<file path="src/rtl/core/assert_macros.svh">
// Assertion macros shared by the queue RTL.
`ifndef ASSERT_MACROS_SVH
`define ASSERT_MACROS_SVH

// Check a property on every rising clock edge outside reset.
`define ASSERT_AT(lbl, prop, msg) \
  lbl: assert property (@(posedge clk_i) disable iff (!rst_ni) prop) else $error(msg);

// Check that an expression never holds outside reset.
`define ASSERT_NEVER(lbl, expr, msg) \
  lbl: assert property (@(posedge clk_i) disable iff (!rst_ni) !(expr)) else $error(msg);

`endif

</file>
<file path="src/rtl/core/bfs_pkg.sv">
// Types and constants of the bounded queue with statistics.
package bfs_pkg;

  localparam int ValW = 32;
  localparam int CntW = 32;
  localparam int OccW = 7;
  localparam int CapW = 7;

  localparam logic [CapW-1:0] CapReset = 7'd64;

  typedef enum logic [0:0] {
    OP_ADD = 1'b0,
    OP_GET = 1'b1
  } bfs_op_e;

  typedef struct packed {
    logic            ok;
    logic            is_get;
    logic [OccW-1:0] occupancy;
    logic [CntW-1:0] add_tries;
    logic [CntW-1:0] get_tries;
    logic [CntW-1:0] adds_done;
    logic [CntW-1:0] gets_done;
  } bfs_status_t;

endpackage

</file>
<file path="src/rtl/core/bounded_fifo_with_statistics.sv">
// Top level of the bounded queue with statistics: stream ports, store and result register.
//
//  channel   dir  handshake                    payload
//  s_axis    in   s_axis_tvalid/tready         tuser: op; tdata: value
//  m_axis    out  m_axis_tvalid/tready         tuser: ok; tdata: data, occupancy, counters
//  cfg       in   cfg_we_i                     cfg_wdata_i: capacity
//
// One word per cycle unless the output stalls; results pass read stage, then result register.
// The store read of a get lands in the cycle after acceptance, then the result register.
// Reset clears pointers, fill and counters and sets capacity to 64; the store is not cleared.
// A stalled result stops input only once the read stage is also occupied.
`include "assert_macros.svh"

module bounded_fifo_with_statistics #(
  parameter int DEPTH = 64
) (
  input  logic                     clk_i,
  input  logic                     rst_ni,
  input  logic                     s_axis_tvalid,
  output logic                     s_axis_tready,
  input  logic [31:0]              s_axis_tdata,   // [31:0] value
  input  logic [0:0]               s_axis_tuser,   // [0] op
  output logic                     m_axis_tvalid,
  input  logic                     m_axis_tready,
  output logic [167:0]             m_axis_tdata,   // [31:0] data_out, [38:32] occupancy,
                                                   // [70:39] add_tries, [102:71] get_tries,
                                                   // [134:103] adds_done, [166:135] gets_done,
                                                   // [167] zero
  output logic [0:0]               m_axis_tuser,   // [0] ok
  input  logic                     cfg_we_i,
  input  logic [bfs_pkg::CapW-1:0] cfg_wdata_i
);

  localparam int AW = (DEPTH > 1) ? $clog2(DEPTH) : 1;

  logic                     accept;
  logic                     s1_valid_q, s1_valid_d;
  logic                     s1_move;
  logic                     out_valid_q, out_valid_d;
  logic [167:0]             out_data_q;
  logic [0:0]               out_user_q;
  logic                     mem_we, mem_re;
  logic [AW-1:0]            mem_waddr, mem_raddr;
  logic [bfs_pkg::ValW-1:0] mem_rdata;
  logic [bfs_pkg::ValW-1:0] data_sel;
  bfs_pkg::bfs_status_t     status;

  bfs_ctrl #(
    .DEPTH(DEPTH),
    .AW   (AW)
  ) u_ctrl (
    .clk_i       (clk_i),
    .rst_ni      (rst_ni),
    .item_valid_i(accept),
    .op_i        (bfs_pkg::bfs_op_e'(s_axis_tuser[0])),
    .cfg_we_i    (cfg_we_i),
    .cfg_wdata_i (cfg_wdata_i),
    .mem_we_o    (mem_we),
    .mem_waddr_o (mem_waddr),
    .mem_re_o    (mem_re),
    .mem_raddr_o (mem_raddr),
    .status_o    (status)
  );

  bfs_ram #(
    .DEPTH(DEPTH),
    .AW   (AW),
    .DW   (bfs_pkg::ValW)
  ) u_ram (
    .clk_i  (clk_i),
    .we_i   (mem_we),
    .waddr_i(mem_waddr),
    .wdata_i(s_axis_tdata),
    .re_i   (mem_re),
    .raddr_i(mem_raddr),
    .rdata_o(mem_rdata)
  );

  assign s1_move       = s1_valid_q && (!out_valid_q || m_axis_tready);
  assign s_axis_tready = !s1_valid_q || s1_move;
  assign accept        = s_axis_tvalid && s_axis_tready;
  assign data_sel      = (status.ok && status.is_get) ? mem_rdata : '0;

  always_comb begin
    s1_valid_d  = s1_valid_q;
    out_valid_d = out_valid_q;
    if (s1_move) begin
      s1_valid_d = 1'b0;
    end
    if (accept) begin
      s1_valid_d = 1'b1;
    end
    if (s1_move) begin
      out_valid_d = 1'b1;
    end else if (m_axis_tready) begin
      out_valid_d = 1'b0;
    end
  end

  always_ff @(posedge clk_i or negedge rst_ni) begin
    if (!rst_ni) begin
      s1_valid_q  <= 1'b0;
      out_valid_q <= 1'b0;
    end else begin
      s1_valid_q  <= s1_valid_d;
      out_valid_q <= out_valid_d;
    end
  end

  always_ff @(posedge clk_i) begin
    if (s1_move) begin
      out_data_q <= {1'b0, status.gets_done, status.adds_done, status.get_tries,
                     status.add_tries, status.occupancy, data_sel};
      out_user_q <= status.ok;
    end
  end

  assign m_axis_tvalid = out_valid_q;
  assign m_axis_tdata  = out_data_q;
  assign m_axis_tuser  = out_user_q;

  `ASSERT_AT(a_stall_blocks, s1_valid_q && out_valid_q && !m_axis_tready |-> !s_axis_tready,
             "word taken while result path is full")
  `ASSERT_AT(a_fail_zero, m_axis_tvalid && !m_axis_tuser[0] |-> m_axis_tdata[31:0] == '0,
             "refused operation carries nonzero data")

endmodule

</file>
<file path="src/rtl/core/bfs_ram.sv">
// Ring store: one write port, one read port, registered read data.
module bfs_ram #(
  parameter int DEPTH = 64,
  parameter int AW    = 6,
  parameter int DW    = 32
) (
  input  logic          clk_i,
  input  logic          we_i,
  input  logic [AW-1:0] waddr_i,
  input  logic [DW-1:0] wdata_i,
  input  logic          re_i,
  input  logic [AW-1:0] raddr_i,
  output logic [DW-1:0] rdata_o
);

  logic [DW-1:0] mem [DEPTH];
  logic [DW-1:0] rdata_q;

  always_ff @(posedge clk_i) begin
    if (we_i) begin
      mem[waddr_i] <= wdata_i;
    end
  end

  always_ff @(posedge clk_i) begin
    if (re_i) begin
      rdata_q <= mem[raddr_i];
    end
  end

  assign rdata_o = rdata_q;

endmodule

</file>
<file path="src/rtl/core/bfs_ctrl.sv">
// Queue control: pointers, fill count, capacity register and saturating statistics.
`include "assert_macros.svh"

module bfs_ctrl #(
  parameter int DEPTH = 64,
  parameter int AW    = 6
) (
  input  logic                              clk_i,
  input  logic                              rst_ni,
  input  logic                              item_valid_i,
  input  bfs_pkg::bfs_op_e                  op_i,
  input  logic                              cfg_we_i,
  input  logic [bfs_pkg::CapW-1:0]          cfg_wdata_i,
  output logic                              mem_we_o,
  output logic [AW-1:0]                     mem_waddr_o,
  output logic                              mem_re_o,
  output logic [AW-1:0]                     mem_raddr_o,
  output bfs_pkg::bfs_status_t              status_o
);

  localparam int DepthW = $clog2(DEPTH + 1);
  localparam int CmpW   = (DepthW > bfs_pkg::CapW) ? DepthW : bfs_pkg::CapW;
  localparam logic [CmpW-1:0] DepthC   = CmpW'(DEPTH);
  localparam logic [AW-1:0]   LastAddr = AW'(DEPTH - 1);

  logic [bfs_pkg::CapW-1:0] cap_q;
  logic [AW-1:0]            head_q, head_d;
  logic [AW-1:0]            tail_q, tail_d;
  logic [bfs_pkg::OccW-1:0] fill_q, fill_d;
  logic [bfs_pkg::CntW-1:0] add_try_q, add_try_d;
  logic [bfs_pkg::CntW-1:0] get_try_q, get_try_d;
  logic [bfs_pkg::CntW-1:0] add_done_q, add_done_d;
  logic [bfs_pkg::CntW-1:0] get_done_q, get_done_d;
  logic                     ok_q, ok_d;
  logic                     is_get_q, is_get_d;
  logic                     add_ok, get_ok, do_add, do_get;

  function automatic logic [bfs_pkg::CntW-1:0] sat_inc(input logic [bfs_pkg::CntW-1:0] c);
    return (c == '1) ? c : c + 1'b1;
  endfunction

  assign add_ok = (CmpW'(fill_q) < CmpW'(cap_q)) && (CmpW'(fill_q) < DepthC);
  assign get_ok = (fill_q != '0);
  assign do_add = item_valid_i && (op_i == bfs_pkg::OP_ADD) && add_ok;
  assign do_get = item_valid_i && (op_i == bfs_pkg::OP_GET) && get_ok;

  always_comb begin
    head_d     = head_q;
    tail_d     = tail_q;
    fill_d     = fill_q;
    add_try_d  = add_try_q;
    get_try_d  = get_try_q;
    add_done_d = add_done_q;
    get_done_d = get_done_q;
    ok_d       = ok_q;
    is_get_d   = is_get_q;
    if (item_valid_i) begin
      is_get_d = (op_i == bfs_pkg::OP_GET);
      ok_d     = do_add || do_get;
      if (op_i == bfs_pkg::OP_ADD) begin
        add_try_d = sat_inc(add_try_q);
      end else begin
        get_try_d = sat_inc(get_try_q);
      end
    end
    if (do_add) begin
      tail_d     = (tail_q == LastAddr) ? '0 : tail_q + 1'b1;
      fill_d     = fill_q + 1'b1;
      add_done_d = sat_inc(add_done_q);
    end
    if (do_get) begin
      head_d     = (head_q == LastAddr) ? '0 : head_q + 1'b1;
      fill_d     = fill_q - 1'b1;
      get_done_d = sat_inc(get_done_q);
    end
  end

  always_ff @(posedge clk_i or negedge rst_ni) begin
    if (!rst_ni) begin
      cap_q      <= bfs_pkg::CapReset;
      head_q     <= '0;
      tail_q     <= '0;
      fill_q     <= '0;
      add_try_q  <= '0;
      get_try_q  <= '0;
      add_done_q <= '0;
      get_done_q <= '0;
      ok_q       <= 1'b0;
      is_get_q   <= 1'b0;
    end else begin
      if (cfg_we_i) begin
        cap_q <= cfg_wdata_i;
      end
      head_q     <= head_d;
      tail_q     <= tail_d;
      fill_q     <= fill_d;
      add_try_q  <= add_try_d;
      get_try_q  <= get_try_d;
      add_done_q <= add_done_d;
      get_done_q <= get_done_d;
      ok_q       <= ok_d;
      is_get_q   <= is_get_d;
    end
  end

  assign mem_we_o    = do_add;
  assign mem_waddr_o = tail_q;
  assign mem_re_o    = do_get;
  assign mem_raddr_o = head_q;

  assign status_o.ok        = ok_q;
  assign status_o.is_get    = is_get_q;
  assign status_o.occupancy = fill_q;
  assign status_o.add_tries = add_try_q;
  assign status_o.get_tries = get_try_q;
  assign status_o.adds_done = add_done_q;
  assign status_o.gets_done = get_done_q;

  `ASSERT_AT(a_add_fill, do_add |=> fill_q == $past(fill_q) + 1'b1, "add did not raise fill")
  `ASSERT_NEVER(a_done_tries, (add_done_q > add_try_q) || (get_done_q > get_try_q),
                "done count exceeds try count")

endmodule
</file>
<file path="config.mk">
export PLATFORM = sky130hd
export DESIGN_NAME = bounded_fifo_with_statistics
export DESIGN_NICKNAME = d
export VERILOG_FILES = /design/src/rtl/core/bfs_pkg.sv /design/src/rtl/core/bounded_fifo_with_statistics.sv /design/src/rtl/core/bfs_ram.sv /design/src/rtl/core/bfs_ctrl.sv
export VERILOG_INCLUDE_DIRS = /design/src /design/src/rtl/core
export SDC_FILE = /design/constraint.sdc
export NUM_CORES = 2
export LEC_CHECK = 0
export BUFFER_PORTS_ARGS = -buffer_cell sky130_fd_sc_hd__buf_2
export CORE_MARGIN = 3
export CORE_UTILIZATION = 60
export CTS_BUF_LIST = sky130_fd_sc_hd__clkbuf_16
export CTS_CLUSTER_DIAMETER = 100
export DETAILED_ROUTE_END_ITERATION = 6
export MAX_ROUTING_LAYER = met4
export PLACE_DENSITY = 0.77
export SLEW_MARGIN = 20
export SYNTH_ARGS = -nofsm -noshare
export SYNTH_HDL_FRONTEND = slang
export SYNTH_SLANG_ARGS = --single-unit
</file>
<file path="constraint.sdc">
create_clock -name clk_i -period 7.4 [get_ports clk_i]
set_input_delay 0.37 -clock clk_i [delete_from_list [all_inputs] [get_ports clk_i]]
set_output_delay 0.37 -clock clk_i [all_outputs]
set_load 0.02 [all_outputs]
</file>
==> impl_metrics.env <==
export IMPL_run_status="complete, but fails checks"
export IMPL_violations="DRC"
export IMPL_synth_simple_area_share_pct=3.05
export IMPL_layout_common_cells="edfxtp_1 (2248), mux4_2 (604), clkbuf_16 (227)"
export IMPL_crit_path_max_fanout=32
export IMPL_via_per_inst=6.74
export IMPL_slew_violations=0
export IMPL_critPathRequiredTime_ns=7.80
export IMPL_antenna_found_initial=11
export IMPL_dp_hpwl_um=120000
export IMPL_cts_buffers=221
export IMPL_place_ws_ns=1.89
export IMPL_slew_headroom_pct=19.5
export IMPL_p_per_area_nw_per_um2=333
export IMPL_final_common_cell="edfxtp_1"
export IMPL_cpPeakStageDelay_ns=1.06
export IMPL_drc_errors=1
export IMPL_muxShareOfSynthArea_pct=15.2
export IMPL_cts_path_max_buffers=3
export IMPL_post_route_period_util_pct=70.5
export IMPL_end_kind="register"
export IMPL_synth_seq_cells=2406
export IMPL_drt_iter0_markers=6267
export IMPL_grt_use_total_pct=29.6
export IMPL_core_rowCount=142
export IMPL_cts_root_buf="clkbuf_16"
export IMPL_critical_path_top_delay_family="simple AND/OR/NAND/NOR gates"
export IMPL_synth_fa_ha_area_share_pct=0.254
export IMPL_die_w_um=397
export IMPL_finClkSkew_ns=0.0646
export IMPL_vias=45400
export IMPL_fin_ws_ns=2.18
export IMPL_seq_area_um2=71500
export IMPL_netlist_area_um2=91700
export IMPL_crit_slowest_cell="or3_1"
export IMPL_ys_types=60
export IMPL_core_um2=151000
export IMPL_worst_slew_pin_slew_ns=1.21
export IMPL_start_util_pct=60.8
export IMPL_overflow=0
export IMPL_synth_edf_count=2248
export IMPL_netlist_instances=4129
export IMPL_finalWirelength_um=224000
export IMPL_drive_gt1_share_pct=28.7
export IMPL_clkTransAtPathRegs_ns=0.06
export IMPL_ys_seq_area_share_pct=77.9
export IMPL_die_area_um2=158000
export IMPL_numPortBuffers=214
export IMPL_synthesis_nets=4192
export IMPL_cap_violations=0
export IMPL_worst_ir_drop_vdd_v=0.000316
export IMPL_clk_latency_ns=0.84
export IMPL_nets=4577
export IMPL_grt_start_max_net_pins=133
export IMPL_hold_class="primary input to register"
export IMPL_yosysWarnings=0
export IMPL_hold_viol=0
export IMPL_avgSynthCellArea_um2=22.2
export IMPL_place_congestion=0.859
export IMPL_fin_tns_setup_ns=0
export IMPL_wl_per_cell_um=33.3
export IMPL_crit_chain="inv_1 -> ha_1 -> a211oi_1 -> o21ai_0 -> a21oi_1 -> nand3_2 -> or3_1 -> nor2_4"
export IMPL_start_kind="register"
export IMPL_multiInputGateArea_um2=19700
export IMPL_layout_min_cycle_time_ns=5.22
export IMPL_nFillCells=8660
export IMPL_drt_pre_antenna_iters=7
export IMPL_cts_tree="built"
export IMPL_ant_nets=0
export IMPL_critical_path_arrival_ns=5.62
export IMPL_die_h_um=397
export IMPL_first_global_vias=45100
export IMPL_critPathBufInv=1
export IMPL_setup_violations=0
export IMPL_worstSetupPathType="register to register"
export IMPL_synth_compound_area_share_pct=1.31
export IMPL_ctsHtreeMaxLevel=4
export IMPL_async_reset_ff_share_pct=6.57
export IMPL_grt_pass1_wl_um=323000
export IMPL_syn2layout_area_growth_pct=13.1
export IMPL_synth_top_family_by_area="multiplexers"
export IMPL_grt_setup_unrepaired="false"
export IMPL_synthXorXnorAreaFrac_pct=1.21
export IMPL_numClockSinks=2406
export IMPL_max_freq_ghz=0.192
export IMPL_power_leakage_nw=33.6
export IMPL_synthFlopType="edfxtp_1"
export IMPL_num_io_pins=216
-- logic make-up (layout without fill, tap and decap cells) --
group                      after synthesis  in the layout
buffers and inverters                  226            800
xor gates and xnor gates               127            127
adders and majority gates               18             18
DFF                                   2406           2406
AOI/OAI and AO/OA                      171            171
muxes                                  635            635
and+or+nand+nor                        545            545
other                                    1             11
-- layer usage --
layer,vias up,wire [µm],GRT usage (%)
met5,-,0,-
met4,0,9450,11.1
met3,425,24400,6.04
met2,3208,109000,44.9
met1,23700,81400,40.7
li1,18100,-,-
-- where the power goes --
group / leakage (nW) / internal [W] / total [W] / switching [W]
logic: 7.57 / 0.00344 / 0.00782 / 0.00438
registers: 22.4 / 0.0152 / 0.0156 / 0.000387
clock network: 3.58 / 0.00618 / 0.0111 / 0.00495
-- cells in the mapped netlist (2+ instances only) --
cell type     n  area [µm²]
edfxtp_1   2248       67500
mux4_2      604       13600
dfrtp_1     157        3930
nand2_1     133         499
clkbuf_1     97         364
nor2_1       97         364
xnor2_1      81         709
buf_2        70         350
nor3_1       65         325
nand3_1      54         270
and3_1       50         313
a22oi_1      49         368
xor2_1       46         403
nand4_1      44         275
o21ai_0      36         180
nor2b_1      28         175
buf_1        26        97.6
inv_1        23        86.3
a22o_1       19         166
ha_1         17         213
and4_1       16         140
mux2i_1      16         160
a21oi_1      15        75.1
mux2_2       15         169
nor4_1       12        75.1
a211oi_1     10        75.1
and2_1       10        62.6
a221o_1       9        90.1
o22ai_1       9        56.3
or4_1         8        60.1
nand2b_1      6        37.5
buf_6         5        56.3
nand3b_1      5        37.5
o31ai_1       5        37.5
buf_4         4        30.0
or3b_2        4        35.0
a21o_1        3        22.5
nand4b_1      3        26.3
o21a_1        3        22.5
or2_2         3        18.8
or3_1         3        18.8
a21boi_0      2        15.0
a31oi_1       2        12.5
-- repair_timing --
action                                 in CTS  in global routing
buffers inserted                            0                  0
gates resized for setup                     0                  0
hold buffers                               24                  0
endpoints found under the hold margin      94                  0
-- cell type report --
cell class,count,share of cell area [%]
antenna,10,0.0241
clock buffer,227,5.48
clock inverter,185,1.36
multi-input combinational,1497,19.0
tap,2016,2.43
sequential,2406,68.9
inverter,24,0.0868
timing repair buffer,364,2.71
-- flip-flops by register name (all words and copies together), names as in the netlist --
| register | count |
|---|---|
| s1_valid_q | 1 |
| m_axis_tvalid | 1 |
| u_ctrl.ok_q | 1 |
| u_ctrl.add_done_q | 32 |
| u_ctrl.get_try_q | 32 |
| m_axis_tuser | 1 |
| u_ctrl.fill_q | 7 |
| u_ctrl.mem_raddr_o | 6 |
| u_ctrl.cap_q | 7 |
| u_ctrl.add_try_q | 32 |
| u_ctrl.get_done_q | 32 |
| u_ctrl.mem_waddr_o | 6 |
| u_ram.rdata_o | 32 |
| m_axis_tdata | 167 |
| u_ctrl.is_get_q | 1 |
| u_ram.mem | 2048 |
-- worst paths after layout --
| check | slack (ns) | cells past startpoint | endpoint | startpoint |
|---|---|---|---|---|
| max | 2.18 | 8 | u_ram.mem[16][23] | u_ctrl.cap_q[6] |
| min | 0.13 | 3 | u_ctrl.is_get_q | s_axis_tuser |
| max reg2reg | 2.18 | 8 | u_ram.mem[16][23] | u_ctrl.cap_q[6] |
| min reg2reg | 0.48 | 0 | m_axis_tdata[141] | u_ctrl.get_done_q[6] |
| max in group asynchronous | 5.66 | 3 | u_ctrl.get_try_q[0] | rst_ni |
| min in group asynchronous | 0.17 | 2 | u_ctrl.add_done_q[8] | rst_ni |
-- per-stage QoR --
stage	instances	power [W]	area, µm²	hold slack [ns]	utilization, %
after floorplan	4129	0.0209	91700	0.0744	-
final	6729	0.0346	104000	0.127	68.8
after global placement	6255	0.0235	95700	0.450	63.5
after CTS	6698	0.0347	103000	0.0152	68.4
after global routing	6724	0.0356	104000	0.0785	68.8
after detailed placement	6262	0.0236	95900	0.438	63.6
-- tightest hold or removal path: stages --
cell,delay (ns)
buf_2,0.11
nor2_1,0.23
nor2_1,0.18
No activity file was read; power rests on OpenSTA's default activity.
